### config.mk
export PLATFORM = sky130hd
export DESIGN_NAME = cvb_ctrl
export DESIGN_NICKNAME = d
export VERILOG_FILES = /design/src/design/cvb_pkg.sv /design/src/design/cvb_ctrl.sv
export SDC_FILE = /design/constraint.sdc
export NUM_CORES = 1
export LEC_CHECK = 0
export BUFFER_PORTS_ARGS = -buffer_cell sky130_fd_sc_hd__buf_2
export CORE_MARGIN = 2
export CORE_UTILIZATION = 56
export DETAILED_ROUTE_END_ITERATION = 6
export PLACE_DENSITY = 0.8
export SLEW_MARGIN = 20
export SYNTH_ARGS = -nofsm -noshare
export SYNTH_HDL_FRONTEND = slang
export SYNTH_SLANG_ARGS = --single-unit
export TNS_END_PERCENT = 1
### constraint.sdc
create_clock -name clk -period 3.2 [get_ports clk]
set_input_delay 0.48 -clock clk [delete_from_list [all_inputs] [get_ports clk]]
set_output_delay 0.48 -clock clk [all_outputs]
set_load 0.005 [all_outputs]
### src/design/cvb_pkg.sv
package cvb_pkg;

  localparam int SAMPLE_W       = 24;
  localparam int ACC_W          = 34;   // 9 taps of 24b x 7b signed
  localparam int DIV_W          = 10;
  localparam int CFG_W          = 63;
  localparam int SIZE_W         = 11;
  localparam int CIDX_W         = 3;
  localparam int KERNEL_SIZE    = 3;
  localparam int DEF_MAX_WIDTH  = 1024;
  localparam int DEF_MAX_HEIGHT = 1024;
  localparam int DEF_COEFF_BITS = 7;

  // 128.0 in Q15.8, used for taps outside the image
  localparam logic [SAMPLE_W-1:0] BORDER_RAW = 24'h008000;

  typedef enum logic [CIDX_W-1:0] {
    REG_MASK    = 3'd0,
    REG_NORM    = 3'd1,
    REG_DIVISOR = 3'd2,
    REG_WIDTH   = 3'd3,
    REG_HEIGHT  = 3'd4
  } cfg_idx_t;

  typedef struct packed {
    logic                       op;
    logic signed [SAMPLE_W-1:0] sample;
  } in_item_t;

  typedef struct packed {
    logic signed [SAMPLE_W-1:0] filtered_value;
    logic                       frame_last;
    logic                       clipped;
  } out_item_t;

  // controller -> datapath
  typedef struct packed {
    logic       store;
    logic       start;
    logic       issue;
    logic [1:0] tr;
    logic [1:0] tc;
    logic       div_load;
    logic       div_step;
    logic       load_out;
  } cvb_cmd_t;

  // datapath -> controller
  typedef struct packed {
    logic accepting;
    logic emit_due;
    logic normalize;
    logic out_free;
  } cvb_stat_t;

endpackage

### src/design/cvb_ctrl.sv
module cvb_ctrl (
  input  logic               clk,
  input  logic               rst_n,
  input  logic               in_valid,
  input  logic               in_op,
  output logic               in_ready,
  input  cvb_pkg::cvb_stat_t stat,
  output cvb_pkg::cvb_cmd_t  cmd
);

  localparam int CNT_W = $clog2(cvb_pkg::ACC_W + 1);

  typedef enum logic [2:0] {
    S_IDLE, S_ISSUE, S_WAIT, S_DLOAD, S_DIV, S_FIN
  } state_t;

  state_t           state_r;
  logic [1:0]       tr_r;
  logic [1:0]       tc_r;
  logic [CNT_W-1:0] cnt_r;

  // commands decoded from state
  always_comb begin
    cmd      = '0;
    in_ready = (state_r == S_IDLE);
    unique case (state_r)
      S_IDLE: begin
        if (in_valid) begin
          cmd.store = stat.accepting && !in_op;
          cmd.start = !stat.accepting || (!in_op && stat.emit_due);
        end
      end
      S_ISSUE: begin
        cmd.issue = 1'b1;
        cmd.tr    = tr_r;
        cmd.tc    = tc_r;
      end
      S_WAIT:  ;
      S_DLOAD: cmd.div_load = 1'b1;
      S_DIV:   cmd.div_step = 1'b1;
      S_FIN:   cmd.load_out = stat.out_free;
      default: ;
    endcase
  end

  // sequencer
  always_ff @(posedge clk) begin
    if (!rst_n) begin
      state_r <= S_IDLE;
      tr_r    <= '0;
      tc_r    <= '0;
      cnt_r   <= '0;
    end else begin
      unique case (state_r)
        S_IDLE: begin
          if (in_valid && cmd.start) begin
            state_r <= S_ISSUE;
            tr_r    <= '0;
            tc_r    <= '0;
          end
        end
        S_ISSUE: begin
          if (tc_r == 2'd2) begin
            tc_r <= '0;
            if (tr_r == 2'd2) begin
              state_r <= S_WAIT;
              cnt_r   <= '0;
            end else begin
              tr_r <= tr_r + 2'd1;
            end
          end else begin
            tc_r <= tc_r + 2'd1;
          end
        end
        S_WAIT: begin
          // wait for the read and multiply stages to empty
          cnt_r <= cnt_r + CNT_W'(1);
          if (cnt_r == CNT_W'(1)) begin
            state_r <= stat.normalize ? S_DLOAD : S_FIN;
          end
        end
        S_DLOAD: begin
          cnt_r   <= '0;
          state_r <= S_DIV;
        end
        S_DIV: begin
          cnt_r <= cnt_r + CNT_W'(1);
          if (cnt_r == CNT_W'(cvb_pkg::ACC_W - 1)) begin
            state_r <= S_FIN;
          end
        end
        S_FIN: begin
          if (stat.out_free) begin
            state_r <= S_IDLE;
          end
        end
        default: state_r <= S_IDLE;
      endcase
    end
  end

endmodule

==> key figures <==
Run status
  • Status: complete, no violations

Timing
  • Min Tclk post-route: 2.17 ns
  • Setup_tns: 0 ns
  • Final Slew Violations: 0
  • Hold_ws: 0.470 ns
  • Worst-Margin Slew: 0.537 ns
  • Maximum clock rate: 460 MHz
  • Rel. slew slack: 64.1%
  • RSZ-0062 raised after global routing: no
  • Hold Vio Cnt, Final: 0
  • Period utilization: 67.9%
  • Endpoints failing setup: 0
  • Clock Skew: 0.0145 ns

CTS
  • Hold-fix buffers, CTS: 0
  • CTS tree: yes
  • CTS Buf Count: 3
  • CTS root buffer: clkbuf_4
  • H-Tree Depth: 1
  • CTS max path bufs: 2
  • Num Clock Sinks: 13
  • Worst-path clk slew: 0.09 ns
  • Number of setup buffers added after CTS: 0
  • Clk_lat worst skew: 0.28 ns
  • PostCTS Resize Cnt: 0

Power
  • Leakage: 0.413 nW
  • PD cells: 328 nW/um^2
  • Overall Power: 315 uW
  • Worst vdd ir: 0.232 mV

Die
  • Initial Util: 58.5%
  • Height of the die: 43.2 um
  • Row cnt: 14
  • I/O pin total: 19
  • Die area: 1870 sq um
  • Die W: 43.2 um
  • Core area: 1470 sq um

Logic synthesis
  • Adder-Cell Fraction of Synth Area: 4.36%
  • Synth Area in Compound Gates: 18.7%
  • Cell variety after synth: 45
  • Top FF cell, synth: dfxtp_1
  • Post-synthesis simple-gate area fraction: 34.2%
  • Post-Syn Instances: 102
  • Net Count, Synth: 113
  • Top-area cell type share of the netlist area: 30.2%
  • Synth top area cells: dfxtp_1 30%, ha_1 4.4%, and2_1 3.6%
  • Post-Synth XOR/XNOR Area: 3.05%
  • Largest family of logic cells by synthesized area: simple AND/OR/NAND/NOR gates
  • Mapped cell area: 861 sq um
  • Post-synth EDFFs: 0
  • Yosys warns: 0
  • Synth async-reset ratio: 0%
  • Synth area leader: dfxtp_1
  • Post-synthesis sequential area ratio: 30.2%
  • Avg Cell Area, Syn: 8.44 sq um
  • Mux contribution to synthesized area: 2.33%
  • Post-synthesis register bit count: 13

Route
  • Post-route ant nets: 0
  • Starting DRT DRC Count: 26
  • DR pass1 iterations: 4
  • Routed via count: 782
  • DRC viols: 0
  • Total detailed-routing wirelength: 1.78 mm
  • Drt via density: 5.84
  • WL/cell: 13.3 um

Setup path
  • Critical path type: flip-flop to primary output
  • Critical Path Max Stage Delay: 0.51 ns
  • Crit-path leading delay family: simple AND/OR/NAND/NOR gates
  • Critical path buffers and inverters: 2
  • Req. time, crit path: 2.72 ns
  • CP endpoint kind: primary output
  • CP startpoint kind: flip-flop
  • Critical path arrival: 1.69 ns
  • Slowest-stage cell, CP: dfxtp_1
  • Crit-path cells: or3b_1 -> inv_2 -> and2_1 -> buf_2
  • Critical path fanouts, max: 10

Placement
  • IO buf count: 18
  • GP Congestion: 0.760
  • HPWL after DPL: 1.32 mm
  • Dpl cell area: 936 sq um

Global routing
  • Total gr overflow: 0
  • Largest net degree at the start of global routing: 15
  • Global-route usage over all layers: 21.4%
  • Vias in the first global route: 713
  • Antenna violations before repair: 0
  • First-pass GRT wire length: 2.99 mm

Run
  • Max-capacitance violation count: 0

Cells and area
  • Most frequent cells in the layout: 18 x buf_2, 13 x dfxtp_1, 8 x nor2_1, 6 x inv_1
  • N_diodes: 0
  • Layout area overhead: 11.8%
  • Footprint of the multi-input gates: 539 sq um
  • Fill cells: 133
  • Cell area after layout: 962 sq um
  • Register area: 260 sq um
  • Layout cells sized above 1: 23.7%
  • Final nets: 130
  • Commonest non-fill, non-tap cell in the layout: buf_2

Worst hold path
  • HP Class: flip-flop to flip-flop
flip-flops by register name (all words and copies together), names as in the netlist:
signal / flops
tr_r: 2
cnt_r: 6
tc_r: 2
state_r: 3
power by group:
group	total (mW)	internal, mW	switching (mW)
Sequential	0.169	0.165	0.00467
Combinational	0.0403	0.0195	0.0208
Clock	0.106	0.0483	0.0574
Yosys cell counts, types with 2 or more instances:
cell type / number
dfxtp_1: 13
nor2_1: 8
inv_1: 6
and2_1: 5
nand2_1: 5
nor3_1: 5
a21oi_1: 4
clkbuf_1: 3
ha_1: 3
nand3_1: 3
nor2b_1: 3
nor3b_1: 3
o21ai_0: 3
or3_1: 3
mux2i_1: 2
nand2b_1: 2
or3b_1: 2
xor2_1: 2
worst reg2reg max path, delay by kind of cell, from the launching register on:
family | cells | cell delay [ns]
compound gates | 3 | 0.88
fa+ha+maj | 1 | 0.24
buf+inv | 1 | 0.07
flops | 1 | 0.34
simple gates | 1 | 0.23
logic make-up after synthesis:
group | after synthesis
buf+inv | 13
mux | 2
simple gates | 48
fa+ha+maj | 3
compound gates | 20
xor+xnor | 3
flops | 13
path summary, 6_finish.rpt:
| path | slack, ns | start | endpoint | cells after the start |
|---|---|---|---|---|
| worst min-delay path | 0.47 | tr_r[0]$_SDFFE_PN0P_ | tr_r[0]$_SDFFE_PN0P_ | 2 |
| worst min register to register | 0.47 | tr_r[0]$_SDFFE_PN0P_ | tr_r[0]$_SDFFE_PN0P_ | 2 |
| worst max-delay path | 1.03 | state_r[0]$_SDFFE_PN0P_ | cmd[6] | 4 |
| worst max register to register | 1.37 | tr_r[0]$_SDFFE_PN0P_ | cnt_r[5]$_SDFFE_PN0P_ | 6 |
metrics by stage:
step	setup slack [ns]	util, %	cells
final	1.03	65.4	134
after floorplan	1.51	-	102
after detailed placement	1.35	63.6	130
after global routing	0.912	65.4	134
after global placement	1.36	63.6	130
after CTS	1.03	65.4	134
routing by layer:
metal	routed length, um	up-vias	global-route usage, %	part of all wire (%)
li1	-	395	-	-
met1	762	353	25.3	43
met2	884	30	37.0	50
met3	120	4	5.53	6.7
met4	16	0	7.27	0.90
met5	0	-	0	0
area by class of cell:
class                   instances  share of cell area (%)
clock buffers                   4                    2.73
multi-input cells              76                    56.0
inverters                       7                    2.73
well taps                      16                    2.08
repair buffers                 18                    9.36
flip-flops and latches         13                    27.0
No activity file was read; power rests on OpenSTA's default activity.
